**config.mk**
```make
export PLATFORM = sky130hd
export DESIGN_NAME = priority_table_promote_pop_max_unit
export DESIGN_NICKNAME = d
export VERILOG_FILES = /design/src/hdl/ptpm_pkg.sv /design/src/hdl/ptpm_mem.sv /design/src/hdl/ptpm_alu.sv /design/src/hdl/priority_table_promote_pop_max_unit.sv
export SDC_FILE = /design/constraint.sdc
export NUM_CORES = 2
export LEC_CHECK = 0
export ABC_AREA = 0
export BUFFER_PORTS_ARGS = -buffer_cell sky130_fd_sc_hd__buf_4
export CORE_MARGIN = 3
export CORE_UTILIZATION = 36
export CTS_BUF_LIST = sky130_fd_sc_hd__clkbuf_4 sky130_fd_sc_hd__clkbuf_8
export DETAILED_ROUTE_END_ITERATION = 8
export GPL_ROUTABILITY_DRIVEN = 0
export HOLD_SLACK_MARGIN = 0.12
export PLACE_DENSITY = 0.51
export REMOVE_ABC_BUFFERS = 1
export SYNTH_ARGS = -nofsm -noshare
export SYNTH_HDL_FRONTEND = slang
export SYNTH_HIERARCHICAL = 1
export SYNTH_SLANG_ARGS = --single-unit
```
**constraint.sdc**
```tcl
create_clock -name clk -period 9.7 [get_ports clk]
set_input_delay 0 -clock clk [delete_from_list [all_inputs] [get_ports clk]]
set_output_delay 0 -clock clk [all_outputs]
set_load 0.005 [all_outputs]
```
**src/hdl/ptpm_pkg.sv**
```systemverilog
// Package for the priority table with promote and pop-max.
// Holds sizes, command and status codes, beat and internal port types.
// No dependencies.
package ptpm_pkg;

  localparam int DEPTH  = 64;
  localparam int IDX_W  = $clog2(DEPTH);
  localparam int CNT_W  = IDX_W + 1;
  localparam int PRIO_W = 16;
  localparam int PAY_W  = 32;

  localparam logic [2:0] CMD_ADD     = 3'd0;
  localparam logic [2:0] CMD_PROMOTE = 3'd1;
  localparam logic [2:0] CMD_LOOKUP  = 3'd2;
  localparam logic [2:0] CMD_PEEK    = 3'd3;
  localparam logic [2:0] CMD_POP     = 3'd4;

  localparam logic [1:0] ST_OK    = 2'd0;
  localparam logic [1:0] ST_FULL  = 2'd1;
  localparam logic [1:0] ST_BADID = 2'd2;
  localparam logic [1:0] ST_EMPTY = 2'd3;

  typedef struct packed {
    logic [2:0]       cmd;
    logic [IDX_W-1:0] entry_id;
    logic [PAY_W-1:0] payload_in;
  } in_t;

  typedef struct packed {
    logic [1:0]        status;
    logic [IDX_W-1:0]  result_id;
    logic [PAY_W-1:0]  payload_out;
    logic [PRIO_W-1:0] priority_out;
    logic              is_valid;
  } out_t;

  typedef struct packed {
    logic [PRIO_W-1:0] prio;
    logic [PAY_W-1:0]  payload;
  } entry_t;

  typedef struct packed {
    logic             en;
    logic [IDX_W-1:0] addr;
    entry_t           entry;
  } mem_wr_t;

  typedef struct packed {
    logic [PRIO_W-1:0] cand_prio;
    logic              cand_valid;
    logic [PRIO_W-1:0] best_prio;
    logic              best_found;
  } alu_req_t;

  typedef struct packed {
    logic              take;
    logic [PRIO_W-1:0] inc;
  } alu_res_t;

endpackage

```
**src/hdl/ptpm_mem.sv**
```systemverilog
// Entry store: priority and payload of every table entry.
// One write port, one read port with registered read data. Uses ptpm_pkg.
module ptpm_mem import ptpm_pkg::*; (
  input  logic             clk,
  input  mem_wr_t          wr,
  input  logic [IDX_W-1:0] rd_addr,
  output entry_t           rd_data
);

  entry_t mem [DEPTH];
  entry_t rd_data_r;

  always_ff @(posedge clk) begin
    if (wr.en) begin
      mem[wr.addr] <= wr.entry;
    end
    rd_data_r <= mem[rd_addr];
  end

  assign rd_data = rd_data_r;

endmodule

```
**src/hdl/ptpm_alu.sv**
```systemverilog
// Shared priority unit: compare against the running best and saturating increment.
// Used by the max scan and by promote. Uses ptpm_pkg.
module ptpm_alu import ptpm_pkg::*; (
  input  alu_req_t req,
  output alu_res_t res
);

  always_comb begin
    // ties go to the later entry, so take on greater or equal
    res.take = req.cand_valid && (!req.best_found || (req.cand_prio >= req.best_prio));
    res.inc  = (req.cand_prio == {PRIO_W{1'b1}}) ? req.cand_prio
                                                 : req.cand_prio + 1'b1;
  end

endmodule

```
**src/hdl/priority_table_promote_pop_max_unit.sv**
```systemverilog
// Top level of the priority table: sequencer, valid bits, id counter, result register.
// Instantiates ptpm_mem and ptpm_alu. Uses ptpm_pkg.
//
//   channel | direction | handshake         | beat
//   in      | input     | in_valid/in_stall   | in_t  (cmd, entry_id, payload_in)
//   out     | output    | out_valid/out_stall | out_t (status, id, payload, priority, valid)
//
// Add, invalid ids and unknown commands pass through S_EXEC and S_FIN; lookup and promote
// also pass through S_RD. Peek and pop scan every entry in S_SCAN: the scan reads one
// entry per cycle through the single read port of the entry store.
// One item at a time: in_stall is high from accept until the result is in the out register.
// A stalled result holds in the out register; the sequencer waits before loading the next.
// Synchronous active-low reset clears valid bits and the id counter at once.
module priority_table_promote_pop_max_unit import ptpm_pkg::*; (
  input  logic clk,
  input  logic rst_n,
  input  logic in_valid,
  output logic in_stall,
  input  in_t  in_data,
  output logic out_valid,
  input  logic out_stall,
  output out_t out_data
);

  typedef enum logic [4:0] {
    S_IDLE = 5'b00001,
    S_EXEC = 5'b00010,
    S_RD   = 5'b00100,
    S_SCAN = 5'b01000,
    S_FIN  = 5'b10000
  } state_t;

  state_t            state_r, state_nxt;
  logic [2:0]        cmd_r, cmd_nxt;
  logic [IDX_W-1:0]  id_r, id_nxt;
  logic [PAY_W-1:0]  pay_r, pay_nxt;
  logic [DEPTH-1:0]  valid_r, valid_nxt;
  logic [CNT_W-1:0]  next_id_r, next_id_nxt;
  logic [IDX_W-1:0]  scan_idx_r, scan_idx_nxt;
  logic [IDX_W-1:0]  rd_idx_r;
  logic              found_r, found_nxt;
  logic [IDX_W-1:0]  best_idx_r, best_idx_nxt;
  logic [PRIO_W-1:0] best_prio_r, best_prio_nxt;
  logic [PAY_W-1:0]  best_pay_r, best_pay_nxt;
  out_t              res_r, res_nxt;
  logic              out_valid_r, out_valid_nxt;
  out_t              out_data_r, out_data_nxt;

  mem_wr_t           wr;
  logic [IDX_W-1:0]  rd_addr;
  entry_t            rd_data;
  alu_req_t          alu_req;
  alu_res_t          alu_res;

  ptpm_mem u_mem (
    .clk     (clk),
    .wr      (wr),
    .rd_addr (rd_addr),
    .rd_data (rd_data)
  );

  always_comb begin
    alu_req.cand_prio  = rd_data.prio;
    alu_req.cand_valid = valid_r[rd_idx_r];
    alu_req.best_prio  = best_prio_r;
    alu_req.best_found = found_r;
  end

  ptpm_alu u_alu (
    .req (alu_req),
    .res (alu_res)
  );

  always_comb begin
    state_nxt     = state_r;
    cmd_nxt       = cmd_r;
    id_nxt        = id_r;
    pay_nxt       = pay_r;
    valid_nxt     = valid_r;
    next_id_nxt   = next_id_r;
    scan_idx_nxt  = scan_idx_r;
    found_nxt     = found_r;
    best_idx_nxt  = best_idx_r;
    best_prio_nxt = best_prio_r;
    best_pay_nxt  = best_pay_r;
    res_nxt       = res_r;
    out_valid_nxt = out_valid_r && out_stall;
    out_data_nxt  = out_data_r;
    rd_addr       = id_r;
    wr            = '0;

    unique case (state_r)
      S_IDLE: begin
        if (in_valid) begin
          cmd_nxt   = in_data.cmd;
          id_nxt    = in_data.entry_id;
          pay_nxt   = in_data.payload_in;
          state_nxt = S_EXEC;
        end
      end
      S_EXEC: begin
        res_nxt   = '0;
        state_nxt = S_FIN;
        unique case (cmd_r)
          CMD_ADD: begin
            if (next_id_r == CNT_W'(DEPTH)) begin
              res_nxt.status = ST_FULL;
            end else begin
              wr.en                  = 1'b1;
              wr.addr                = next_id_r[IDX_W-1:0];
              wr.entry.prio          = '0;
              wr.entry.payload       = pay_r;
              valid_nxt[next_id_r[IDX_W-1:0]] = 1'b1;
              next_id_nxt            = next_id_r + 1'b1;
              res_nxt.result_id      = next_id_r[IDX_W-1:0];
            end
          end
          CMD_PROMOTE, CMD_LOOKUP: begin
            res_nxt.result_id = id_r;
            if (!valid_r[id_r]) begin
              res_nxt.status = ST_BADID;
            end else begin
              rd_addr   = id_r;
              state_nxt = S_RD;
            end
          end
          CMD_PEEK, CMD_POP: begin
            // prime the read pipe with entry 0
            rd_addr      = '0;
            scan_idx_nxt = IDX_W'(1);
            found_nxt    = 1'b0;
            state_nxt    = S_SCAN;
          end
          default: begin
          end
        endcase
      end
      S_RD: begin
        res_nxt.status      = ST_OK;
        res_nxt.payload_out = rd_data.payload;
        res_nxt.is_valid    = 1'b1;
        if (cmd_r == CMD_PROMOTE) begin
          wr.en                = 1'b1;
          wr.addr              = id_r;
          wr.entry.prio        = alu_res.inc;
          wr.entry.payload     = rd_data.payload;
          res_nxt.priority_out = alu_res.inc;
        end else begin
          res_nxt.priority_out = rd_data.prio;
        end
        state_nxt = S_FIN;
      end
      S_SCAN: begin
        rd_addr      = scan_idx_r;
        scan_idx_nxt = scan_idx_r + 1'b1;
        if (alu_res.take) begin
          found_nxt     = 1'b1;
          best_idx_nxt  = rd_idx_r;
          best_prio_nxt = rd_data.prio;
          best_pay_nxt  = rd_data.payload;
        end
        if (rd_idx_r == IDX_W'(DEPTH - 1)) begin
          res_nxt   = '0;
          state_nxt = S_FIN;
          if (found_nxt) begin
            res_nxt.status       = ST_OK;
            res_nxt.result_id    = best_idx_nxt;
            res_nxt.payload_out  = best_pay_nxt;
            res_nxt.priority_out = best_prio_nxt;
            res_nxt.is_valid     = 1'b1;
            if (cmd_r == CMD_POP) begin
              valid_nxt[best_idx_nxt] = 1'b0;
            end
          end else begin
            res_nxt.status = ST_EMPTY;
          end
        end
      end
      S_FIN: begin
        // hold until the out register is free
        if (!out_valid_r || !out_stall) begin
          out_valid_nxt = 1'b1;
          out_data_nxt  = res_r;
          state_nxt     = S_IDLE;
        end
      end
      default: begin
        state_nxt = S_IDLE;
      end
    endcase
  end

  always_ff @(posedge clk) begin
    if (!rst_n) begin
      state_r     <= S_IDLE;
      valid_r     <= '0;
      next_id_r   <= '0;
      found_r     <= 1'b0;
      out_valid_r <= 1'b0;
    end else begin
      state_r     <= state_nxt;
      valid_r     <= valid_nxt;
      next_id_r   <= next_id_nxt;
      found_r     <= found_nxt;
      out_valid_r <= out_valid_nxt;
    end
  end

  always_ff @(posedge clk) begin
    cmd_r       <= cmd_nxt;
    id_r        <= id_nxt;
    pay_r       <= pay_nxt;
    scan_idx_r  <= scan_idx_nxt;
    rd_idx_r    <= rd_addr;
    best_idx_r  <= best_idx_nxt;
    best_prio_r <= best_prio_nxt;
    best_pay_r  <= best_pay_nxt;
    res_r       <= res_nxt;
    out_data_r  <= out_data_nxt;
  end

  assign in_stall  = (state_r != S_IDLE);
  assign out_valid = out_valid_r;
  assign out_data  = out_data_r;

`ifndef ASSERT_OFF
  a_next_id_bound: assert property (@(posedge clk) disable iff (!rst_n)
    next_id_r <= CNT_W'(DEPTH))
    else $error("id counter ran past the table depth");

  a_add_counts: assert property (@(posedge clk) disable iff (!rst_n)
    (state_r == S_EXEC && cmd_r == CMD_ADD && next_id_r != CNT_W'(DEPTH))
    |=> next_id_r == $past(next_id_r) + 1'b1)
    else $error("accepted add did not advance the id counter");

  a_best_valid: assert property (@(posedge clk) disable iff (!rst_n)
    (state_r == S_SCAN && found_r) |-> valid_r[best_idx_r])
    else $error("scan holds a best entry that is not valid");

  a_fin_to_idle: assert property (@(posedge clk) disable iff (!rst_n)
    (state_r == S_FIN && (!out_valid_r || !out_stall))
    |=> (state_r == S_IDLE && out_valid_r))
    else $error("result not handed to the out register");
`endif

endmodule
```
Yosys cells after proc, flatten, opt, wreduce, memory -nomap -nowiden

Memory sizes are Yosys's and may differ from the RTL's. A register that Yosys moved wholly into a read port is not among the register bits.
Cells that the tools add are included.

Bits in registers: 299
Memory bits (writable): 3072
Bits of input ports: 45
Output and inout port bits: 59
Logic and storage cells: 133
Memories: 1

Memories:

| name      | depth | width | rd ports | clocked after memory_dff | write ports | RTL line       | text |
|---|---|---|---|---|---|---|---|
| u_mem.mem | 64    | 48    | 1        | 1                        | 1           | ptpm_mem.sv:10 | `entry_t mem [DEPTH];` |

Add/subtract/negate cells: 3
$lt $le $gt $ge: 7
Equal/unequal tests: 21
Multiplexer cells: 52
Bitwise gates (word level): 4
Reductions and logical operators: 22

Operators with widths:

| cell                  | count |
|---|---|
| $mux 64               | 5 |
| $mux 55               | 4 |
| $pmux 49 s3           | 1 |
| $pmux 64 s2           | 1 |
| $pmux 55 s2           | 1 |
| $and 64x64->64        | 1 |
| $not 64->64           | 1 |
| $or 64x64->64         | 1 |
| $mux 57               | 1 |
| $mux 16               | 3 |
| $pmux 6 s2            | 3 |
| $mux 32               | 1 |
| $mux 6                | 5 |
| $lt 6x7->1 const B    | 4 |
| $pmux 5 s5            | 1 |
| $mux 5                | 4 |
| $add 16x1->16 const B | 1 |
| $eq 16x16->1 const B  | 1 |
| $ge 16x16->1          | 1 |
| $pmux 8 s2            | 1 |
| $bmux 1 s6            | 2 |
| $demux 1 s6           | 2 |
| $ge 6x1->1 const B    | 2 |
| $mux 1                | 12 |
| 30 further kinds      | 50 |

Depth between registers and ports, before layout

Word-level depth: 15
Gate-level depth with buffers: 16
Gate-level depth less buffers: 12

Cells and area by module

Netlist, hierarchy kept.

By module, submodules not included:

| module                              | instances | cells each | area an instance (um2) | sequential area each (um2) |
|---|---|---|---|---|
| ptpm_mem                            | 1         | 4970       | 117117.3               | 93209.4 |
| priority_table_promote_pop_max_unit | 1         | 969        | 13058.8                | 8137.8 |
| ptpm_alu                            | 1         | 109        | 808.3                  | 0.0 |

Least setup slack after synthesis

No wires, ideal clock.

Kind: reg2reg
Start: register state_r[0]
End: memory u_mem/mem[49][0] (netlist name) (enable)
Setup time: 513 ps
Arrival: 5529 ps
Data required time: 9187 ps
Setup slack: 3658 ps
Stages on the path, launching flop included: 12
Path buffers: 5
Period minus slack after synthesis: 6042 ps
Path through: dfxtp_1 -> nor2_1 -> nor4bb_1 -> buf_2 -> and3_1 -> clkbuf_1 -> clkbuf_1 -> buf_2 -> a22o_1 -> clkbuf_1 -> nand4_1 -> nor3_1

RTL lines:

| what                   | RTL line                                   | text |
|---|---|---|
| start, declared        | priority_table_promote_pop_max_unit.sv:33  | `state_t state_r, state_nxt;` |
| start signal, assigned | priority_table_promote_pop_max_unit.sv:201 | `state_r <= state_nxt;` |
| end, declared          | ptpm_mem.sv:10                             |  |

==> impl_metrics.csv <==
group,metric,value,unit
outcome,status,"complete, but fails checks",
outcome,failed_checks,"max-capacitance violations, max-slew violations",
drt,wl_per_cell,32.5,µm
clocking,clock_sinks,3419,
synth,synth_warnings,6,
grt,grtUsageTotal,0.206,
clocking,cts_max_path_buffers,4,
layout,layoutNonFillerInstCount,12000,
layout,share_of_layout_cells_above_drive_strength_1,0.312,
layout,filler_cells_inserted,31600,
critical_path,cp_data_arrival_time,7.54,ns
clocking,cts-root-buf,"sky130_fd_sc_hd__clkbuf_8",
sta,min_period_over_period,0.700,
clocking,cts.htree.levels,6,
synth,synth.ff_latch_count,3419,
floorplanning,die_outline_area,0.371,mm²
sta,timing.final.setup_violations,0,
synth,yosysTopAreaCell,"sky130_fd_sc_hd__edfxtp_1",
grt,total_congestion_overflow,0,
hold_path,path_type_of_the_worst_min_delay_path,"in -> reg",
critical_path,crit_path_cell_trace,"nor2_1 > nor4bb_4 > buf_4 > and3_4 > buf_4 > nand2_1 > o21ai_0 > nand4_1 > nor2_4 > buf_4",
clocking,post_cts.resized_instances,0,
synth,seq_area_frac_synth,0.774,
grt,grt_antenna_before_repair,17,
drt,remaining_drc_errors,0,
synth,synth_flop_cell,"sky130_fd_sc_hd__edfxtp_1",
critical_path,crit_fanout,37,
critical_path,timing.critical_path.max_delay_family,"simple AND/OR/NAND/NOR gates",
clocking,clock_insertion_delay_worst_skew,1.16,ns
synth,synthesis.area,0.131,mm²
synth,synth.top_cells.by_area,"sky130_fd_sc_hd__edfxtp_1 75%, sky130_fd_sc_hd__mux4_2 13%, sky130_fd_sc_hd__dfxtp_1 2.0%",
sta,finalMaxSlewViolations,8,
floorplanning,die_x,609,µm
floorplanning,core_area,0.361,mm²
synth,post_synth_num_cell_types,70,
drt,detailroute.via_count,67100,
clocking,cts_hold_repair.buffers,130,
floorplanning,io_pins,104,
critical_path,critical_path.most_common_cell,"sky130_fd_sc_hd__buf_4",
clocking,cts_tree,"yes",
synth,async_flop_share,0,
critical_path,timing.critical_path.depth,10,
job,max-cap-violations,1,
synth,syn-instance-count,6048,
critical_path,critical_path.startpoint_type,"register",
pwr,cellLeakagePower,43.7,nW
drt,routed_via_density,5.61,
synth,post_synthesis_mean_instance_area,21.7,µm²
sta,worst_slew_pin_slew,1.56,ns
sta,report.final.hold_viol_count,0,
clocking,cts_buffers,579,
clocking,post_cts_buffers,0,
critical_path,critical_path_required,10.44,ns
hold_path,whs_path_depth,3,
synth,synth_edf_count,3287,
placed_design,port-buffer-count,103,
critical_path,reg2reg_depth,10,
floorplanning,die_h,609,µm
critical_path,critPathSlowestCell,"sky130_fd_sc_hd__nor2_4",
drt,ant_nets,0,
drt,drt_first_iter_violations,7827,
sta,slew_headroom,-0.0509,
floorplanning,floorplan.initialDensity,0.363,
grt,largest_net_degree_at_the_start_of_global_routing,116,
synth,netlist.area_leader.share,0.754,
clocking,clkSlewWorstSetupHoldPaths,0.06,ns
drt,routed_wirelength,388,mm
sta,rsz_0062_raised_after_global_routing,"false",
critical_path,timing.setup.critical_path_class,"reg -> reg",
layout,area_delta_synth_final,15.3,%
grt,global_route_wire_length_before_repair,542,mm
sta,final.setup_skew,0.0680,ns
placed_design,dp_cells,10800,
grt,first_global_vias,69000,
pwr,cellPowerDensity,199,mW/mm²
layout,finalCoreUtilization,0.419,
critical_path,timing.critical_path.buf_inv,3,
floorplanning,number_of_rows_in_the_core_area,220,
placed_design,hpwl,214,mm
synth,synth.most_common_cell,"sky130_fd_sc_hd__edfxtp_1",
pwr,peakVddDrop,0.150,mV
sta,clock.fmax,147,MHz
critical_path,crit_path_end_kind,"register",
drt,drt_first_pass_iters,6,
critical_path,worst_path_largest_cell_delay,1.09,ns
synth,synth_top_cells_by_count,"3287 x sky130_fd_sc_hd__edfxtp_1, 784 x sky130_fd_sc_hd__mux4_2, 168 x sky130_fd_sc_hd__nor2_1",
layout,layout_nets,6782,
sta,min_period,6.79,ns
==> kinds of logic (layout without fill, tap and decap cells) <==
family / Yosys count / in the layout / share of synthesized area
AOI/OAI and AO/OA: 751 / 751 / 0.0421
xor gates and xnor gates: 18 / 18 / 0.00120
adders and majority gates: 20 / 20 / 0.00191
buffers and inverters: 392 / 1530 / 0.0149
DFF: 3419 / 3419 / 0.774
muxes: 938 / 938 / 0.147
other: 0 / 9 / 0
and+or+nand+nor: 510 / 510 / 0.0188
==> stage by stage <==
| stage | area [µm²] | worst slack, ns | hold slack [ns] | total power, W | setup TNS, ns |
|---|---|---|---|---|---|
| 6_report | 151000 | 2.91 | 0.241 | 0.0301 | 0 |
| 3_5_place_dp | 138000 | 3.00 | 0.179 | 0.0176 | 0 |
| 4_1_cts | 151000 | 2.96 | 0.125 | 0.0304 | 0 |
| 3_3_place_gp | 138000 | 2.94 | 0.179 | 0.0176 | 0 |
| 5_1_grt | 151000 | 2.72 | 0.174 | 0.0311 | 0 |
| 2_1_floorplan | 129000 | -95.29 | 0.0762 | 0.0188 | -4686.34 |
==> tightest hold or removal path, cell delays in order <==
cell                            delay (ns)
sky130_fd_sc_hd__dlygate4sd3_1        0.54
sky130_fd_sc_hd__buf_4                0.11
sky130_fd_sc_hd__dlygate4sd3_1        0.58
==> cell type report <==
cell class / count / area (µm²) / share of cell area
multi-input combinational: 2237 / 28400 / 0.188
clock buffer: 831 / 10100 / 0.0666
clock inverter: 219 / 1320 / 0.00872
inverter: 48 / 183 / 0.00121
antenna: 9 / 22.5 / 0.000149
timing repair buffer: 432 / 3760 / 0.0249
sequential: 3419 / 101000 / 0.671
tap: 4773 / 5970 / 0.0395
==> per-layer routing <==
metal	global-route usage	wire, µm	part of all wire
met1	0.289	164000	0.42
met2	0.330	185000	0.48
met3	0.0389	29800	0.077
met4	0.0529	9640	0.025
met5	0	0	0
==> placed cells by master, fill, tap and decap left out, types with 20 or more instances in the layout <==
cell,instances
sky130_fd_sc_hd__a211oi_1,34
sky130_fd_sc_hd__a21boi_0,46
sky130_fd_sc_hd__a21oi_1,84
sky130_fd_sc_hd__a221oi_1,99
sky130_fd_sc_hd__a22o_1,112
sky130_fd_sc_hd__a22oi_1,79
sky130_fd_sc_hd__buf_4,288
sky130_fd_sc_hd__clkbuf_4,221
sky130_fd_sc_hd__clkbuf_8,610
sky130_fd_sc_hd__clkinv_1,117
sky130_fd_sc_hd__clkinv_2,45
sky130_fd_sc_hd__dfxtp_1,132
sky130_fd_sc_hd__dlygate4sd3_1,129
sky130_fd_sc_hd__edfxtp_1,3287
sky130_fd_sc_hd__ha_1,20
sky130_fd_sc_hd__inv_1,47
sky130_fd_sc_hd__mux2_2,62
sky130_fd_sc_hd__mux2i_1,88
sky130_fd_sc_hd__mux4_2,784
sky130_fd_sc_hd__nand2_1,140
sky130_fd_sc_hd__nand3_1,41
sky130_fd_sc_hd__nor2_1,101
sky130_fd_sc_hd__nor2_4,66
sky130_fd_sc_hd__nor2b_1,24
sky130_fd_sc_hd__o21ai_0,59
sky130_fd_sc_hd__o221ai_1,28
sky130_fd_sc_hd__o22ai_1,127
==> worst paths after layout <==
kind	from	end	slack, ns
setup / recovery	state_r[0]	u_mem/mem[39][18]	2.91
setup reg to reg	state_r[0]	u_mem/mem[39][18]	2.91
hold reg to reg	res_r[29]	out_data[29]	0.41
hold / removal	in_data[18]	pay_r[18]	0.24
==> sequential cells by signal, indices dropped and copies added (netlist names), 3 cells and up <==
signal / flops
rd_idx_r: 6
scan_idx_r: 6
pay_r: 32
res_r: 57
out_data: 57
cmd_r: 3
best_pay_r: 32
valid_r: 64
state_r: 5
u_mem/rd_data: 48
u_mem/mem: 3072
best_idx_r: 6
id_r: 6
next_id_r: 7
best_prio_r: 16
==> where the power goes <==
| part | switching, W | internal (W) | leakage [nW] | total [W] |
|---|---|---|---|---|
| Sequential | 0.0000962 | 0.0160 | 27.6 | 0.0161 |
| Clock | 0.00588 | 0.00682 | 6.02 | 0.0127 |
| Combinational | 0.000756 | 0.000498 | 10.0 | 0.00125 |
| Total | 0.00673 | 0.0233 | 43.7 | 0.0301 |
Note: power is estimated with default switching activity, not from simulation.
